**config.mk**
```make
export PLATFORM = sky130hd
export DESIGN_NAME = arbl_cell
export DESIGN_NICKNAME = d
export VERILOG_FILES = /design/src/rtl/address_range_blocklist_unit_assert.svh /design/src/rtl/arbl_pkg.sv /design/src/rtl/arbl_cell.sv
export SDC_FILE = /design/constraint.sdc
export NUM_CORES = 1
export LEC_CHECK = 0
export ABC_AREA = 1
export BUFFER_PORTS_ARGS = -buffer_cell sky130_fd_sc_hd__buf_2
export CAP_MARGIN = 0
export CORE_AREA = 3 3 278 280
export CTS_CLUSTER_SIZE = 14
export DETAILED_ROUTE_END_ITERATION = 8
export DIE_AREA = 0 0 281 283
export MAX_ROUTING_LAYER = met4
export PLACE_DENSITY_LB_ADDON = 0.2
export SLEW_MARGIN = 20
export SYNTH_ARGS = -nofsm -noshare
export SYNTH_HDL_FRONTEND = slang
export SYNTH_SLANG_ARGS = --single-unit
```
**constraint.sdc**
```tcl
create_clock -name clock -period 15.6 [get_ports clock]
set_input_delay 3.12 -clock clock [delete_from_list [all_inputs] [get_ports clock]]
set_output_delay 3.12 -clock clock [all_outputs]
set_load 0.1 [all_outputs]
```
**src/rtl/address_range_blocklist_unit_assert.svh**
```systemverilog
// Assertion macros shared by the address range blocklist RTL.
`ifndef ADDRESS_RANGE_BLOCKLIST_UNIT_ASSERT_SVH
`define ADDRESS_RANGE_BLOCKLIST_UNIT_ASSERT_SVH
`ifndef ASSERT_OFF
// Same-cycle implication.
`define ARBL_ASSERT_IMPL(label, clk, rst, ante, cons) \
   label: assert property (@(posedge clk) disable iff (rst) (ante) |-> (cons)) \
      else $error("%m: assertion failed");
// Next-cycle implication.
`define ARBL_ASSERT_NEXT(label, clk, rst, ante, cons) \
   label: assert property (@(posedge clk) disable iff (rst) (ante) |=> (cons)) \
      else $error("%m: assertion failed");
`else
`define ARBL_ASSERT_IMPL(label, clk, rst, ante, cons)
`define ARBL_ASSERT_NEXT(label, clk, rst, ante, cons)
`endif
`endif

```
**src/rtl/arbl_pkg.sv**
```systemverilog
// Types, constants and helpers of the address range blocklist.
package arbl_pkg;

   localparam int TABLE_DEPTH = 16;
   localparam int ADDR_WIDTH  = 64;
   localparam int CNT_W       = $clog2(TABLE_DEPTH + 1);
   localparam int CSR_IDX_W   = 1;
   localparam int CSR_DATA_W  = 64;

   localparam logic [CSR_IDX_W-1:0] CSR_PRIVILEGED_MODE = 1'b0;
   localparam logic [CSR_IDX_W-1:0] CSR_USER_LIMIT      = 1'b1;
   localparam logic [63:0] USER_LIMIT_RESET = 64'h0000_7FFF_FFFF_F000;

   typedef logic [ADDR_WIDTH-1:0] addr_type;
   typedef logic [CNT_W-1:0]      count_type;

   typedef enum logic {
      OP_CHECK  = 1'b0,
      OP_INSERT = 1'b1
   } op_type;

   typedef enum logic [2:0] {
      ST_OK       = 3'd0,
      ST_INVALID  = 3'd1,
      ST_LIMIT    = 3'd2,
      ST_BLOCKED  = 3'd3,
      ST_CONFLICT = 3'd4,
      ST_FULL     = 3'd5
   } status_type;

   typedef enum logic [2:0] {
      CS_IDLE,
      CS_PREP,
      CS_LAUNCH,
      CS_SCAN,
      CS_FINISH
   } ctrl_state_type;

   typedef struct packed {
      op_type      operation;
      logic [63:0] addr;
      logic [63:0] length;
      logic [63:0] end_addr;
   } req_type;

   typedef struct packed {
      status_type  status;
      logic        bad;
      logic        min_hit;
      logic [3:0]  min_index;
      logic        max_hit;
      logic [3:0]  max_index;
      logic [4:0]  entry_total;
   } rsp_type;

   // One stored range [rng_start, rng_end).
   typedef struct packed {
      addr_type rng_start;
      addr_type rng_end;
   } entry_type;

   // Request walking the cell row with its partial results.
   typedef struct packed {
      logic      valid;
      op_type    op;
      addr_type  lo;
      addr_type  key;
      count_type left;
      count_type idx;
      logic      blocked;
      logic      min_hit;
      count_type min_idx;
      logic      max_hit;
      count_type max_idx;
      logic      ins_found;
      count_type ins_pos;
   } token_type;

   // Table update broadcast to every cell.
   typedef struct packed {
      logic      en;
      count_type pos;
      entry_type entry;
   } commit_type;

   // Truncate a table index to the result's index field.
   function automatic logic [3:0] idx_field(input count_type v);
      logic [31:0] w;
      w = 32'(v);
      return w[3:0];
   endfunction

   // Truncate an entry count to the result's total field.
   function automatic logic [4:0] total_field(input count_type v);
      logic [31:0] w;
      w = 32'(v);
      return w[4:0];
   endfunction

endpackage

```
**src/rtl/arbl_cell.sv**
```systemverilog
// One table cell: holds one range, updates the passing request, shifts on insert.
module arbl_cell (
   input  logic                   clock,
   input  logic                   reset,
   input  arbl_pkg::count_type    cell_id,
   input  arbl_pkg::token_type    up_token,
   output arbl_pkg::token_type    down_token,
   input  arbl_pkg::entry_type    left_entry,
   output arbl_pkg::entry_type    entry,
   input  arbl_pkg::commit_type   commit
);

   arbl_pkg::token_type tok_ff;
   arbl_pkg::token_type tok_in;
   arbl_pkg::entry_type entry_ff;
   arbl_pkg::entry_type entry_in;

   logic live;
   logic lo_inside;
   logic key_inside;
   logic overlap;
   logic lo_before;

   // Compare the request against this cell's range
   always_comb begin
      live       = up_token.left != '0;
      lo_inside  = live && (entry_ff.rng_start <= up_token.lo)
                        && (up_token.lo < entry_ff.rng_end);
      key_inside = live && (entry_ff.rng_start <= up_token.key)
                        && (up_token.key < entry_ff.rng_end);
      overlap    = live && (up_token.lo < entry_ff.rng_end)
                        && (up_token.key >= entry_ff.rng_start);
      lo_before  = live && (up_token.lo < entry_ff.rng_start);
   end

   // Fold this cell's findings into the request and hand it on
   always_comb begin
      tok_in      = up_token;
      tok_in.left = up_token.left - arbl_pkg::count_type'(live);
      tok_in.idx  = up_token.idx + arbl_pkg::count_type'(1'b1);
      if (up_token.op == arbl_pkg::OP_CHECK) begin
         tok_in.blocked = up_token.blocked | overlap;
      end else begin
         if (lo_inside && !up_token.min_hit) begin
            tok_in.min_hit = 1'b1;
            tok_in.min_idx = up_token.idx;
         end
         if (key_inside && !up_token.max_hit) begin
            tok_in.max_hit = 1'b1;
            tok_in.max_idx = up_token.idx;
         end
         if (lo_before && !up_token.ins_found) begin
            tok_in.ins_found = 1'b1;
            tok_in.ins_pos   = up_token.idx;
         end
      end
   end

   // Take the new range at the insert point, shift right behind it
   always_comb begin
      entry_in = entry_ff;
      if (commit.en) begin
         if (cell_id == commit.pos) begin
            entry_in = commit.entry;
         end else if (cell_id > commit.pos) begin
            entry_in = left_entry;
         end
      end
   end

   always_ff @(posedge clock) begin
      if (reset) begin
         tok_ff.valid <= 1'b0;
      end else begin
         tok_ff <= tok_in;
      end
   end

   always_ff @(posedge clock) begin
      entry_ff <= entry_in;
   end

   assign down_token = tok_ff;
   assign entry      = entry_ff;

endmodule

```
# After elaboration in Yosys (flattened, before gate mapping)
# Index checks and enable logic that the tools add are counted.
[word_totals]
output_inout_bits = 287
register_bits = 287
inputBits = 428
elab_cells = 49
[classes]
n_reduce_logical = 16
n_eq_ne = 1
mux = 7
add_sub_neg = 2
n_bitwise = 1
magnitude_cmp = 7
[ops]
columns = ["operator", "n"]
rows = [
  ["two-way mux 128 bit", 2],
  ["< comparator 64 bit", 3],
  ["less-or-equal comparator 64 bit", 2],
  [">= comparator 64 bit", 1],
  ["two-way mux 18 bit", 1],
  ["two-way mux 6 bit", 3],
  ["logical AND 1 bit", 10],
  ["adder 5 x 1 -> 5 bit, second input constant", 1],
  ["== test 5 bit", 1],
  ["> comparator 5 bit", 1],
  ["nonzero test 5 bit", 1],
  ["subtractor 5 x 1 -> 5 bit", 1],
  ["zero test 1 bit", 3],
  ["AND reduction 2 bit", 1],
  ["nonzero test 2 bit", 1],
  ["two-way mux 1 bit", 1],
  ["OR 1 bit", 1],
]

# Depth between registers and ports, before layout
[depth]
depth_word = 6
mapped_depth = 19
depth_no_buf = 19

# Worst setup path before layout
# No wires, ideal clock.
[synth_timing]
path_kind = "in2reg"
start = "input port commit[132] in the netlist's numbering"
end = "register entry_ff (netlist bit entry[0]), enable pin"
path_buffers = 0
t_required_ns = 14.788
stages = 6
slack_ns = 1.854
setup_ns = 0.812
arrival_time_ns = 12.933
path_cell_list = "inv_1 ha_1 nand2_1 nor2_1 o21ai_0 a21boi_0"
[synth_between]
elab_chain_cells = 3
elab_cells_between_ends = 4
[synth_rtl]
columns = ["element", "line", "text"]
rows = [
  ["from (decl)", "arbl_cell.sv:10", "input arbl_pkg::commit_type commit"],
  ["> comparator 5 bit / == test 5 bit (equally long branches)", "arbl_cell.sv:65, arbl_cell.sv:63", ""],
  ["nonzero test 2 bit (no line) (*)", "--", ""],
  ["AND reduction 2 bit (no line) (*)", "--", ""],
  ["to (signal assigned)", "arbl_cell.sv:80", "entry_ff <= entry_in;"],
  ["to (decl)", "arbl_cell.sv:15", "arbl_pkg::entry_type entry_ff;"],
]
# Mark *: on every way between the ends. The rest lies on a longest branch, timed or not.
# A chain may end at the register's enable or synchronous reset.

# Final worst setup path
[layout_timing]
start = "input port commit[132] in the netlist's numbering"
end = "register entry_ff (netlist bit entry[27]), enable pin"
# The elaborated chain is that of the path after synthesis.

==> results <==
- The flow ran to the end, and the final reports show no timing, DRC or antenna violations.
- The overall die area is approximately 0.080 mm².
- The final core utilization is 0.306.
- The area of the placeable core is ~0.075 mm².
- The number of inserted filler cells in the final layout is 7,820.
- The cell class contributing the biggest share of worst-path delay is compound AO/OA/AOI/OAI gates.
- The delay of the slowest critical-path stage is approximately 0.78 ns.
- The critical path crosses 8 cells after its start point.
- Each instance of the synthesized netlist takes up on average around 11 µm².
- Setup violations remaining at the end of the flow were counted as 0.
- The last element of the critical path is entry[27].
- The clock transition time at the flip-flop clock pins of the worst setup and hold paths is approximately 0.06 ns.
- The worst reg2reg path depth is 13.
- Yosys instantiated no cell more often than sky130_fd_sc_hd__edfxtp_1.
- In this run the tightest slew margin relative to its limit is 0.270.
- The floorplan step set the die width to around 280 µm.
- The type of the worst setup path is input pin to flop.
- In the final layout, the share of cells above drive strength 1 is 0.408.
- STA puts the critical path data arrival time at 5.69 ns.
- The origin of the worst setup path is commit[132].
- The CTS buffer count is 35.
- The number of gates resized after CTS is 0.
- The shortest period the worst path allows is 5.55 ns.
- The count of flip-flops with a built-in enable after synthesis is roughly 290.
- STA classifies the critical path startpoint as an input pin.
- In this run the power density over the cells is 120 mW/mm².
- The fraction of post-synthesis cell area in the top cell type by area is 0.504.
- The count of buffers added by post-CTS timing repair for setup is 0.
- Input and output buffers added on the ports amount to just over 700.
- Summing over every cut layer, the via total after detailed routing is 13,900.
- The first global-routing pass estimated 95.2 mm of wire.
- Yosys printed 0 warnings.
- The H-tree generated during clock tree synthesis spans 2 levels.
- The startpoint identified for the worst register-to-register timing path is entry[107].
- The first-pass iteration count of the detailed router is 6.
- Data on the critical path is required at its endpoint by 15.75 ns.
- In this run the clock root is driven by a sky130_fd_sc_hd__clkbuf_16.
- The max-cap check violation count is 0.
- The number of clock sinks is between 200 and 300.
- Setup repair after global routing left no endpoint under its margin.
- The routability-driven placement congestion ratio is 0.848.
- The clock latency on the worst-skew pair is between 0.5 and 0.6 ns.
- The highest achievable clock rate is around 180 MHz.
- The final-layout setup total negative slack is 0 ns.
- The endpoint identified for the worst register-to-register timing path is down_token[16].
- The worst-case register-to-register setup slack is between 10 and 15 ns.
- The overflow left after global routing is 0.
- The maximum ir drop on the vdd rail is 0.0000695 V.
- The initial utilization of the core area, before any placement, comes to 0.228.
- The proportion of register bits with asynchronous set or reset after synthesis is 0.
- The netlist uses 38 different library cells.
- The number of cells produced by synthesis is about 1,500.
- The post-DP HPWL is between 50 and 60 mm.
- Dividing the detail-routed via count by the number of cells gives approximately 4.3.
- The worst setup path is captured at a flop.
- Dividing the detail-routed wire length by the instance count gives ~21 µm.
- The type of the worst min-delay path is flop to flop.
- The count of hold-fix buffers inserted at cts is 0.
- The pin count of the biggest net entering global routing is between 70 and 80.
- The count of buffer and inverter cells on the critical path is 3.
- Pin placement for this block handled just over 700 I/O pins.
- The slowest stage of the critical path belongs to the cell sky130_fd_sc_hd__a21boi_4.
- The height of the chip is between 200 and 300 µm.
- The number of cells traversed by the worst hold path is 10.
- For this run, the register share of the synthesized area comes to 0.505.
- Across every metal layer, demand over resource in global routing totals 0.167.
- The final hold violation count is 0.
- For this block, the routed nets add up to 66.6 mm of wire.
- After synthesis, the cell types taking the most area are sky130_fd_sc_hd__edfxtp_1 (50%), sky130_fd_sc_hd__ha_1 (19%), sky130_fd_sc_hd__mux2_2 (8.5%).
- The synthesized design spends more area on one cell type than any other, namely sky130_fd_sc_hd__edfxtp_1.
- The number of buffers on the longest clock path is 3.
- The number of nets with antenna violations after routing is 0.
- The via count of the first global-routing pass is about 15,000.
- The most used flip-flop cell after synthesis is sky130_fd_sc_hd__edfxtp_1.
- After the first detailed-routing iteration, the DRC count stood at around 670.
- When the netlist entered floorplanning its net count stood at approximately 2,200.
- Synthesis inferred roughly 290 register bits.
- The DRC violation count after routing is 0.
- The leakage dissipation is between 0.01 and 0.015 µW.
- The commonest cells after synthesis are sky130_fd_sc_hd__edfxtp_1 (286), sky130_fd_sc_hd__nand2_1 (271), sky130_fd_sc_hd__ha_1 (262).
- The worst-margin pin slew is about 1.1 ns.
- The max-slew violation count is 0.
- Relative to the synthesized area, the layout overhead comes to 34.4%.
- Of all nets on the critical path, the largest fanout is 55.
- After synthesis the cells add up to 0.0170 mm².
- The number of rows created at floorplan is 100.
- At the end of the flow, the number of nets in the layout was 2,939.
- The critical path goes through buf_2, inv_1, ha_1, nand2_1, nor2_1, o21ai_0, a21boi_4, buf_4.
- The period utilization is 0.356.
- The number of antenna violations at the first check in global routing is 10.
- TritonCTS built the clock tree.
- The worst clock skew is between 0.015 and 0.02 ns.
- The completed layout was analyzed and its total power is about 2700 µW.
==> metrics by stage <==
| step | setup WS (ns) | area [µm²] | std cells | hold WS (ns) |
|---|---|---|---|---|
| finish | 10.05 | 22900 | 3250 | 1.36 |
| global route | 9.86 | 22900 | 3249 | 1.47 |
| CTS | 10.03 | 22900 | 3242 | 1.37 |
| detailed placement | 9.46 | 21800 | 3181 | 1.35 |
| global placement | 9.49 | 21800 | 3181 | 1.32 |
| floorplan | 1.85 | 17000 | 1507 | 1.65 |
==> where the power goes <==
part	switching (µW)	internal [µW]	total (µW)	leakage, µW
Combinational	785	206	991	0.00770
Sequential	40.7	935	976	0.00275
Clock	324	449	772	0.000519
Total	1150	1590	2740	0.0110
==> area by class of cell <==
cell class / instances / area [µm²] / area share
sequential: 287 / 8610 / 0.376
antenna: 8 / 20.0 / 0.000875
multi-input combinational: 1010 / 7640 / 0.334
inverter: 196 / 741 / 0.0324
clock inverter: 14 / 91.3 / 0.00399
timing repair buffer: 719 / 3610 / 0.158
tap: 969 / 1210 / 0.0530
clock buffer: 47 / 963 / 0.0421
==> logic make-up after synthesis <==
family          count (synthesis)  synth area share
simple gates                  444             0.114
flops                         287             0.505
fa+ha+maj                     262             0.192
buf+inv                       210            0.0472
compound gates                170            0.0533
mux                           128            0.0846
xor+xnor                        6           0.00308
==> cells in the final DEF (no fill, tap or decap), types with 3 or more instances in the layout <==
| cell | netlist | layout |
|---|---|---|
| sky130_fd_sc_hd__clkinv_2 | 0 | 6 |
| sky130_fd_sc_hd__nor3_1 | 8 | 8 |
| sky130_fd_sc_hd__xor2_1 | 4 | 4 |
| sky130_fd_sc_hd__nand3_1 | 30 | 30 |
| sky130_fd_sc_hd__nor2_2 | 6 | 6 |
| sky130_fd_sc_hd__edfxtp_1 | 286 | 286 |
| sky130_fd_sc_hd__clkbuf_1 | 1 | 10 |
| sky130_fd_sc_hd__a21o_1 | 5 | 5 |
| sky130_fd_sc_hd__nand2_4 | 3 | 4 |
| sky130_fd_sc_hd__o21bai_1 | 3 | 3 |
| sky130_fd_sc_hd__nand2_1 | 271 | 270 |
| sky130_fd_sc_hd__nor2_4 | 4 | 4 |
| sky130_fd_sc_hd__nand2_2 | 8 | 8 |
| sky130_fd_sc_hd__clkinv_1 | 0 | 6 |
| sky130_fd_sc_hd__inv_1 | 192 | 191 |
| sky130_fd_sc_hd__diode_2 | 0 | 8 |
| sky130_fd_sc_hd__mux2_2 | 128 | 128 |
| sky130_fd_sc_hd__o21ai_0 | 31 | 31 |
| sky130_fd_sc_hd__clkbuf_16 | 0 | 37 |
| sky130_fd_sc_hd__ha_1 | 262 | 262 |
| sky130_fd_sc_hd__o21a_1 | 7 | 7 |
| sky130_fd_sc_hd__nand4_1 | 26 | 26 |
| sky130_fd_sc_hd__buf_2 | 13 | 714 |
| sky130_fd_sc_hd__nor2_1 | 78 | 78 |
| sky130_fd_sc_hd__a21oi_1 | 113 | 113 |
| sky130_fd_sc_hd__o21ai_1 | 3 | 3 |
| sky130_fd_sc_hd__inv_2 | 4 | 4 |
| sky130_fd_sc_hd__buf_4 | 0 | 5 |
==> state kept, by name, indices dropped and copies added (netlist names) <==
| signal | flops |
|---|---|
| entry | 128 |
| down_token | 159 |
==> worst min path at each step <==
stage                           from              to  slack (ns)
after floorplan            entry[63]  down_token[17]        1.65
after global placement    entry[119]   down_token[6]        1.32
after detailed placement  entry[118]   down_token[6]        1.35
after CTS                 entry[119]   down_token[6]        1.37
after global routing      entry[119]   down_token[7]        1.47
final                     entry[119]  down_token[10]        1.36
==> worst min-delay path: cells and delay by family (launching register included) <==
| kind | cells | cell delay (ns) |
|---|---|---|
| adders and majority gates | 1 | 0.16 |
| buffers and inverters | 1 | 0.13 |
| DFF | 1 | 0.39 |
| and+or+nand+nor | 8 | 0.57 |
==> per-layer routing <==
| metal | wire length (µm) | global-route usage |
|---|---|---|
| met1 | 27800 | 0.200 |
| met2 | 33500 | 0.290 |
| met3 | 4080 | 0.0291 |
| met4 | 1270 | 0.0400 |
| met5 | 0 | - |
No activity file was read; power rests on OpenSTA's default activity.
