### config.mk
export PLATFORM = sky130hd
export DESIGN_NAME = arbl_ctrl
export DESIGN_NICKNAME = d
export VERILOG_FILES = /design/src/rtl/arbl_pkg.sv /design/src/rtl/arbl_ctrl.sv
export VERILOG_INCLUDE_DIRS = /design/src /design/src/rtl
export SDC_FILE = /design/constraint.sdc
export NUM_CORES = 1
export LEC_CHECK = 0
export BUFFER_PORTS_ARGS = -buffer_cell sky130_fd_sc_hd__buf_2
export CAP_MARGIN = 5
export CELL_PAD_IN_SITES_DETAIL_PLACEMENT = 2
export CELL_PAD_IN_SITES_GLOBAL_PLACEMENT = 2
export CORE_AREA = 2 2 290 292
export DETAILED_ROUTE_END_ITERATION = 8
export DIE_AREA = 0 0 292 294
export GPL_TIMING_DRIVEN = 0
export PLACE_DENSITY_LB_ADDON = 0.1
export SYNTH_ARGS = -nofsm -noshare
export SYNTH_HDL_FRONTEND = slang
export SYNTH_SLANG_ARGS = --single-unit
### constraint.sdc
create_clock -name clock -period 15.4 [get_ports clock]
set_clock_uncertainty 0.2 [all_clocks]
set_input_delay 2.31 -clock clock [delete_from_list [all_inputs] [get_ports clock]]
set_output_delay 2.31 -clock clock [all_outputs]
set_load 0.05 [all_outputs]
### src/rtl/address_range_blocklist_unit_assert.svh
// Assertion macros shared by the address range blocklist RTL.
`ifndef ADDRESS_RANGE_BLOCKLIST_UNIT_ASSERT_SVH
`define ADDRESS_RANGE_BLOCKLIST_UNIT_ASSERT_SVH
`ifndef ASSERT_OFF
// Same-cycle implication.
`define ARBL_ASSERT_IMPL(label, clk, rst, ante, cons) \
   label: assert property (@(posedge clk) disable iff (rst) (ante) |-> (cons)) \
      else $error("%m: assertion failed");
// Next-cycle implication.
`define ARBL_ASSERT_NEXT(label, clk, rst, ante, cons) \
   label: assert property (@(posedge clk) disable iff (rst) (ante) |=> (cons)) \
      else $error("%m: assertion failed");
`else
`define ARBL_ASSERT_IMPL(label, clk, rst, ante, cons)
`define ARBL_ASSERT_NEXT(label, clk, rst, ante, cons)
`endif
`endif

### src/rtl/arbl_pkg.sv
// Types, constants and helpers of the address range blocklist.
package arbl_pkg;

   localparam int TABLE_DEPTH = 16;
   localparam int ADDR_WIDTH  = 64;
   localparam int CNT_W       = $clog2(TABLE_DEPTH + 1);
   localparam int CSR_IDX_W   = 1;
   localparam int CSR_DATA_W  = 64;

   localparam logic [CSR_IDX_W-1:0] CSR_PRIVILEGED_MODE = 1'b0;
   localparam logic [CSR_IDX_W-1:0] CSR_USER_LIMIT      = 1'b1;
   localparam logic [63:0] USER_LIMIT_RESET = 64'h0000_7FFF_FFFF_F000;

   typedef logic [ADDR_WIDTH-1:0] addr_type;
   typedef logic [CNT_W-1:0]      count_type;

   typedef enum logic {
      OP_CHECK  = 1'b0,
      OP_INSERT = 1'b1
   } op_type;

   typedef enum logic [2:0] {
      ST_OK       = 3'd0,
      ST_INVALID  = 3'd1,
      ST_LIMIT    = 3'd2,
      ST_BLOCKED  = 3'd3,
      ST_CONFLICT = 3'd4,
      ST_FULL     = 3'd5
   } status_type;

   typedef enum logic [2:0] {
      CS_IDLE,
      CS_PREP,
      CS_LAUNCH,
      CS_SCAN,
      CS_FINISH
   } ctrl_state_type;

   typedef struct packed {
      op_type      operation;
      logic [63:0] addr;
      logic [63:0] length;
      logic [63:0] end_addr;
   } req_type;

   typedef struct packed {
      status_type  status;
      logic        bad;
      logic        min_hit;
      logic [3:0]  min_index;
      logic        max_hit;
      logic [3:0]  max_index;
      logic [4:0]  entry_total;
   } rsp_type;

   // One stored range [rng_start, rng_end).
   typedef struct packed {
      addr_type rng_start;
      addr_type rng_end;
   } entry_type;

   // Request walking the cell row with its partial results.
   typedef struct packed {
      logic      valid;
      op_type    op;
      addr_type  lo;
      addr_type  key;
      count_type left;
      count_type idx;
      logic      blocked;
      logic      min_hit;
      count_type min_idx;
      logic      max_hit;
      count_type max_idx;
      logic      ins_found;
      count_type ins_pos;
   } token_type;

   // Table update broadcast to every cell.
   typedef struct packed {
      logic      en;
      count_type pos;
      entry_type entry;
   } commit_type;

   // Truncate a table index to the result's index field.
   function automatic logic [3:0] idx_field(input count_type v);
      logic [31:0] w;
      w = 32'(v);
      return w[3:0];
   endfunction

   // Truncate an entry count to the result's total field.
   function automatic logic [4:0] total_field(input count_type v);
      logic [31:0] w;
      w = 32'(v);
      return w[4:0];
   endfunction

endpackage

### src/rtl/arbl_ctrl.sv
// Sequencer: request intake, range precheck, configuration, result register.
`include "address_range_blocklist_unit_assert.svh"
module arbl_ctrl (
   input  logic                              clock,
   input  logic                              reset,
   input  logic                              req_valid,
   output logic                              req_stall,
   input  arbl_pkg::req_type                 req_data,
   output logic                              rsp_valid,
   input  logic                              rsp_stall,
   output arbl_pkg::rsp_type                 rsp_data,
   input  logic                              csr_write,
   input  logic [arbl_pkg::CSR_IDX_W-1:0]    csr_index,
   input  logic [arbl_pkg::CSR_DATA_W-1:0]   csr_wdata,
   output arbl_pkg::token_type               head_token,
   input  arbl_pkg::token_type               tail_token,
   output arbl_pkg::commit_type              commit
);

   arbl_pkg::ctrl_state_type state_ff, state_in;

   logic                 priv_ff;
   arbl_pkg::addr_type   limit_ff;
   arbl_pkg::count_type  count_ff, count_in;

   arbl_pkg::op_type     op_ff;
   arbl_pkg::addr_type   addr_ff;
   arbl_pkg::addr_type   len_ff;
   arbl_pkg::addr_type   end_ff;
   arbl_pkg::addr_type   lenm1_ff;
   arbl_pkg::addr_type   last_ff;
   logic                 invalid_ff;
   arbl_pkg::token_type  res_ff;

   logic                 rsp_valid_ff, rsp_valid_in;
   arbl_pkg::rsp_type    rsp_ff;
   arbl_pkg::rsp_type    rsp_new;

   logic                 accept;
   logic                 load;
   logic                 limit_hit;
   logic                 conflict;
   logic                 full;

   assign accept = req_valid && !req_stall;
   assign load   = (state_ff == arbl_pkg::CS_FINISH) && (!rsp_valid_ff || !rsp_stall);

   // Sequence one request through precheck, cell walk and result
   always_comb begin
      state_in  = state_ff;
      req_stall = state_ff != arbl_pkg::CS_IDLE;
      unique case (state_ff)
         arbl_pkg::CS_IDLE:   if (req_valid) state_in = arbl_pkg::CS_PREP;
         arbl_pkg::CS_PREP:   state_in = arbl_pkg::CS_LAUNCH;
         arbl_pkg::CS_LAUNCH: state_in = arbl_pkg::CS_SCAN;
         arbl_pkg::CS_SCAN:   if (tail_token.valid) state_in = arbl_pkg::CS_FINISH;
         arbl_pkg::CS_FINISH: if (load) state_in = arbl_pkg::CS_IDLE;
         default:             state_in = arbl_pkg::CS_IDLE;
      endcase
   end

   always_ff @(posedge clock) begin
      if (reset) begin
         state_ff <= arbl_pkg::CS_IDLE;
      end else begin
         state_ff <= state_in;
      end
   end

   // Configuration writes
   always_ff @(posedge clock) begin
      if (reset) begin
         priv_ff  <= 1'b0;
         limit_ff <= arbl_pkg::USER_LIMIT_RESET[arbl_pkg::ADDR_WIDTH-1:0];
      end else if (csr_write) begin
         unique case (csr_index)
            arbl_pkg::CSR_PRIVILEGED_MODE: priv_ff  <= csr_wdata[0];
            arbl_pkg::CSR_USER_LIMIT:      limit_ff <= csr_wdata[arbl_pkg::ADDR_WIDTH-1:0];
            default: ;
         endcase
      end
   end

   // Capture the request, then work out its last byte and range validity
   always_ff @(posedge clock) begin
      if (accept) begin
         op_ff   <= req_data.operation;
         addr_ff <= req_data.addr[arbl_pkg::ADDR_WIDTH-1:0];
         len_ff  <= req_data.length[arbl_pkg::ADDR_WIDTH-1:0];
         end_ff  <= req_data.end_addr[arbl_pkg::ADDR_WIDTH-1:0];
      end
      if (state_ff == arbl_pkg::CS_PREP) begin
         lenm1_ff <= len_ff - arbl_pkg::addr_type'(1'b1);
         last_ff  <= addr_ff + len_ff - arbl_pkg::addr_type'(1'b1);
      end
      if (state_ff == arbl_pkg::CS_LAUNCH) begin
         invalid_ff <= (len_ff == '0) || ((~addr_ff) < lenm1_ff);
      end
      if (tail_token.valid) begin
         res_ff <= tail_token;
      end
   end

   // Launch the request into the first cell
   always_comb begin
      head_token           = '0;
      head_token.valid     = state_ff == arbl_pkg::CS_LAUNCH;
      head_token.op        = op_ff;
      head_token.lo        = addr_ff;
      head_token.key       = (op_ff == arbl_pkg::OP_INSERT) ? end_ff : last_ff;
      head_token.left      = count_ff;
   end

   // Build the result and the table update
   always_comb begin
      limit_hit = !priv_ff && (last_ff >= limit_ff);
      conflict  = res_ff.min_hit || res_ff.max_hit;
      full      = count_ff >= arbl_pkg::count_type'(arbl_pkg::TABLE_DEPTH);

      commit.en    = load && (op_ff == arbl_pkg::OP_INSERT) && !conflict && !full;
      commit.pos   = res_ff.ins_found ? res_ff.ins_pos : count_ff;
      commit.entry = '{rng_start: addr_ff, rng_end: end_ff};

      count_in = count_ff + arbl_pkg::count_type'(commit.en);

      rsp_new             = '0;
      rsp_new.entry_total = arbl_pkg::total_field(count_in);
      if (op_ff == arbl_pkg::OP_CHECK) begin
         if (invalid_ff) begin
            rsp_new.status = arbl_pkg::ST_INVALID;
         end else if (limit_hit) begin
            rsp_new.status = arbl_pkg::ST_LIMIT;
         end else if (res_ff.blocked) begin
            rsp_new.status = arbl_pkg::ST_BLOCKED;
         end else begin
            rsp_new.status = arbl_pkg::ST_OK;
         end
         rsp_new.bad = rsp_new.status != arbl_pkg::ST_OK;
      end else if (conflict) begin
         rsp_new.status    = arbl_pkg::ST_CONFLICT;
         rsp_new.min_hit   = res_ff.min_hit;
         rsp_new.min_index = res_ff.min_hit ? arbl_pkg::idx_field(res_ff.min_idx) : 4'd0;
         rsp_new.max_hit   = res_ff.max_hit;
         rsp_new.max_index = res_ff.max_hit ? arbl_pkg::idx_field(res_ff.max_idx) : 4'd0;
      end else if (full) begin
         rsp_new.status = arbl_pkg::ST_FULL;
      end else begin
         rsp_new.status = arbl_pkg::ST_OK;
      end
   end

   always_ff @(posedge clock) begin
      if (reset) begin
         count_ff <= '0;
      end else begin
         count_ff <= count_in;
      end
   end

   // Output register: hold while stalled, drop once taken
   always_comb begin
      rsp_valid_in = rsp_valid_ff && rsp_stall;
      if (load) begin
         rsp_valid_in = 1'b1;
      end
   end

   always_ff @(posedge clock) begin
      if (reset) begin
         rsp_valid_ff <= 1'b0;
      end else begin
         rsp_valid_ff <= rsp_valid_in;
      end
   end

   always_ff @(posedge clock) begin
      if (load) begin
         rsp_ff <= rsp_new;
      end
   end

   assign rsp_valid = rsp_valid_ff;
   assign rsp_data  = rsp_ff;

   `ARBL_ASSERT_IMPL(a_count_bound, clock, reset, 1'b1,
      count_ff <= arbl_pkg::count_type'(arbl_pkg::TABLE_DEPTH))
   `ARBL_ASSERT_IMPL(a_commit_room, clock, reset, commit.en,
      !full && op_ff == arbl_pkg::OP_INSERT)
   `ARBL_ASSERT_IMPL(a_tail_in_scan, clock, reset, tail_token.valid,
      state_ff == arbl_pkg::CS_SCAN)
   `ARBL_ASSERT_NEXT(a_accept_prep, clock, reset, accept,
      state_ff == arbl_pkg::CS_PREP)

endmodule

Word-level counts from Yosys, hierarchy flattened
Cells that the tools add are included.
Widths: inputs -> output; s select.
{"block": "word_totals", "reg_bits": 432, "output_inout_bits": 314}
{"block": "classes", "add_sub_neg": 4, "magnitude_cmp": 3, "n_eq_ne": 7, "n_mux": 14, "bitwise_logic": 2, "reduce_logical": 26}
{"op": "$sub 64x1->64 const B", "count": 2}
{"op": "$add 64x64->64", "count": 1}
{"op": "$ge 64x64->1", "count": 1}
{"op": "$logic_not 64->1", "count": 1}
{"op": "$lt 64x64->1", "count": 1}
{"op": "$mux 64", "count": 1}
{"op": "$not 64->64", "count": 1}
{"op": "$mux 3", "count": 9}
{"op": "$pmux 3 s5", "count": 1}
{"op": "$reduce_and 3->1", "count": 3}
{"op": "$logic_and 1x1->1", "count": 7}
{"op": "$eq 3x2->1 const B", "count": 2}
{"op": "$logic_not 1->1", "count": 6}
{"op": "$ne 2x2->1 const B", "count": 3}
{"op": "$reduce_and 2->1", "count": 3}
{"op": "$reduce_bool 3->1", "count": 2}
{"op": "$add 5x1->5", "count": 1}
{"op": "$ge 5x5->1 const B", "count": 1}
{"op": "$mux 5", "count": 1}
{"op": "$eq 3x1->1 const B", "count": 1}
{"op": "$eq 3x3->1 const B", "count": 1}
{"op": "$logic_not 3->1", "count": 1}
{"op": "$logic_or 1x1->1", "count": 3}
{"op": "$mux 2", "count": 1}
{"op": "2 further kinds", "count": 2}

Depth between registers and ports, before layout
{"block": "logic_depth", "word_depth": 7, "mapped_depth": 16, "depth_no_buf": 16}

Least setup slack after synthesis
Ideal clock, no wire load.
{"block": "synth_path", "path_type": "input port to flip-flop", "startpoint": "input port req_valid", "endpoint": "register addr_ff[0], enable pin", "setup_ps": 750, "t_arrival_ps": 10299, "slack_ps": 4150, "cell_stages": 2, "n_path_buf": 0, "path_cell_list": "inv_1 > nor2_1"}
{"block": "synth_via", "elab_chain_cells": 1}
{"item": "start: declaration", "line_no": "arbl_ctrl.sv:6", "source": "input logic req_valid,"}
{"item": "$logic_and 1x1->1", "line_no": "arbl_ctrl.sv:45", "source": "assign accept = req_valid && !req_stall;"}
{"item": "named net accept", "line_no": "arbl_ctrl.sv:39", "source": "logic accept;"}
{"item": "end signal: assignment", "line_no": "arbl_ctrl.sv:88", "source": "addr_ff <= req_data.addr[arbl_pkg::ADDR_WIDTH-1:0];"}
{"item": "end: declaration", "line_no": "arbl_ctrl.sv:27", "source": "arbl_pkg::addr_type addr_ff;"}
The timed path passes the listed nets, and every way through them passes these cells.
A chain may end at the register's enable or synchronous reset.

==> impl_metrics.py <==
metrics = {
    "logic_synthesis": {
        "avgSynthCellArea_um2": 10.6,
        "synth.area.top_cells": "edfxtp_1 44%, ha_1 13%, inv_1 6.0%, dfxtp_1 6.0%, xnor2_1 3.4%",
        "syn_area_mm2": 0.0247,
        "yosysTopAreaCell": "edfxtp_1",
        "seq_area_frac_synth": 0.495,
        "yosysTopAreaCellShare": 0.435,
        "synth-edff-count": 358,
        "postSynthCellCount": 2324,
        "ys_types": 83,
        "yosysWarnings": 0,
        "synth-async-reset-ratio": 0,
        "synth_ff_type": "edfxtp_1",
        "ys_ff_latch": 432,
        "yosys-top-cells-count": "396 x inv_1, 358 x edfxtp_1, 255 x ha_1, 214 x nand2_1, 136 x a21oi_1",
        "synth_most_common_cell": "inv_1",
    },
    "global_routing": {
        "grt_antenna_before_repair": 35,
        "grt_pass1_vias": 21200,
        "grt_start_max_net_pins": 35,
        "overflow": 0,
        "grt_pass1_wl_mm": 127,
        "grt.total_usage": 0.192,
    },
    "critical_path": {
        "cp_slowest_cell": "a21oi_2",
        "worstPathCellList": "buf_2 -> a21oi_2 -> buf_8 -> and3_1 -> buf_2",
        "path_delay_family": "buffers and inverters",
        "critPathMaxFanout": 15,
        "critPathBufInv": 3,
        "end_kind": "primary output",
        "required_ns": 12.89,
        "start_kind": "primary input",
        "crit_type": "primary input to primary output",
        "cp.arrival_ns": 3.54,
        "crit_top_cell": "buf_2",
        "crit_path_max_incr_delay_ns": 0.41,
    },
    "timing": {
        "worst_pin_slew_ns": 1.04,
        "final.min_clock_period_ns": 6.05,
        "maxSlewHeadroom": 0.309,
        "setup_violations": 0,
        "report.final.hold_viol_count": 0,
        "slew_violations": 0,
        "hold_slack_ns": 0.264,
        "rsz0062_at_grt": "no",
        "finalSetupTns_ns": 0,
        "min_period_over_period": 0.393,
        "fmax_mhz": 165,
    },
    "layout": {
        "design_area_mm2": 0.0309,
        "register_area_mm2": 0.0122,
        "fin_nets": 3670,
        "fill_cells": 9015,
        "post-route-util": 0.373,
        "multiInputGateArea_mm2": 0.0102,
        "syn_to_final_growth_pct": 25.2,
        "drive_above_1_share": 0.281,
    },
    "detailed_routing": {
        "num_vias": 19300,
        "viasPerCell": 4.69,
        "drt_first_pass_iters": 5,
        "ant_nets": 0,
        "post-route-drc-count": 0,
        "drtIter0Drc": 617,
        "wirelength_mm": 84.2,
        "routedWlPerCell_um": 20.4,
    },
    "power_and_ir_drop": {
        "vdd_ir_drop_max_v": 0.0000663,
        "power_frac_seq": 0.395,
        "total_leakage_power_nw": 14.2,
        "switching_power_mw": 1.29,
        "powerDensity_mw_per_mm2": 120,
        "p_int_mw": 2.43,
        "p_clk_frac": 0.319,
        "pwr-share-comb": 0.286,
        "switching_share": 0.346,
    },
    "clock_network": {
        "root_buffer": "clkbuf_16",
        "tritoncts.num_buffers": 53,
        "clock_sinks": 432,
        "cts_tree": "yes",
        "holdBufCountCts": 0,
        "post_cts.repair.setup_buffers": 0,
        "h-tree-depth": 2,
        "clock_path_buffers": 3,
        "clk_pin_slew_ns": 0.05,
        "cts_resized": 0,
        "clock_latency_ns": 0.61,
    },
    "die": {
        "die_y_um": 294,
        "core-area_mm2": 0.0829,
        "ios": 736,
        "rows": 106,
        "die_area_mm2": 0.0858,
        "die_x_um": 292,
        "floorplan.initialDensity": 0.298,
    },
    "flow_run": {
        "cap_violations": 0,
    },
    "placed_design": {
        "numPortBuffers": 569,
        "postPlaceCellArea_mm2": 0.0293,
        "gp_congestion": 0.823,
        "dp_hpwl_mm": 69.3,
    },
    "status": {
        "status": "finished clean",
    },
    "worst_hold_path": {
        "worst_hold_path_type": "flop to flop",
    },
}
[cell families after synthesis]
kind of cell | share of synthesized area
buffers and inverters | 0.0969
AND/OR/NAND/NOR | 0.111
flip-flops | 0.495
AO/OA/AOI/OAI | 0.0930
adder cells (fa/ha/maj) | 0.130
XOR/XNOR | 0.0415
multiplexers | 0.0322
other | 0.000152
[power groups by stage]
| stage | Sequential (mW) | Clock, mW | Combinational [mW] |
|---|---|---|---|
| after floorplan | 1.57 | 0 | 0.672 |
| after global placement | 1.54 | 0 | 1.03 |
| after detailed placement | 1.50 | 0 | 1.07 |
| after CTS | 1.48 | 1.23 | 1.08 |
| after global routing | 1.48 | 1.27 | 1.17 |
| final | 1.47 | 1.19 | 1.06 |
[metal layers]
metal	global-route usage	vias up	wire, um
met5	0	-	247
met4	0.0414	36	1510
met3	0.0403	116	4160
met2	0.339	438	41400
met1	0.241	9464	36800
li1	-	9267	-
[registers in the layout (all words and copies together), names as in the netlist]
signal	cells
end_ff	64
count_ff	5
rsp_valid	1
res_ff	17
addr_ff	64
limit_ff	64
len_ff	64
rsp_data	19
last_ff	64
priv_ff	1
op_ff	1
lenm1_ff	64
state_ff	3
invalid_ff	1
[worst paths after layout]
check	from	end	slack, ns	cells after the start
worst min register to register	limit_ff[63]	limit_ff[63]	0.26	2
worst min-delay path	limit_ff[63]	limit_ff[63]	0.26	2
worst max-delay path	rsp_stall	commit[133]	9.35	5
worst max register to register	addr_ff[1]	last_ff[61]	10.14	16
[cells in the final DEF (no fill, tap or decap), types with 30 or more instances in the layout]
cell type / synthesis / routed
dfxtp_1: 74 / 74
buf_4: 89 / 89
nor2_1: 74 / 73
nand4_1: 43 / 43
clkbuf_16: 0 / 55
a21o_1: 68 / 68
ha_1: 255 / 255
inv_1: 396 / 396
xnor2_1: 96 / 96
edfxtp_1: 358 / 358
nand2_1: 214 / 214
nor3_1: 31 / 31
nand3b_1: 36 / 36
buf_2: 1 / 570
clkbuf_1: 60 / 73
nand3_1: 30 / 30
mux2_2: 68 / 68
a21oi_1: 136 / 135
o21ai_0: 59 / 59
[metrics by stage]
step                setup WS [ns]  cells  total power, mW
CTS                          9.33   4113             3.79
floorplan                    4.15   2347             2.24
finish                       9.35   4121             3.72
global placement            -2.36   3996             2.56
detailed placement           9.33   4017             2.57
global route                 9.25   4115             3.92
[tightest hold or removal path, cell delays in order, from the launching register on]
cell	delay, ns
dfxtp_1	0.31
nand2_1	0.05
a21oi_1	0.05
[cell type report]
cell class                 instances  area share
buffer                           152      0.0293
antenna                            8    0.000647
tap                             1080      0.0437
sequential                       432       0.396
multi-input combinational       1367       0.329
timing repair buffer             590       0.102
clock inverter                    21     0.00307
clock buffer                      75      0.0489
inverter                         396      0.0481
Note: power is estimated with default switching activity, not from simulation.
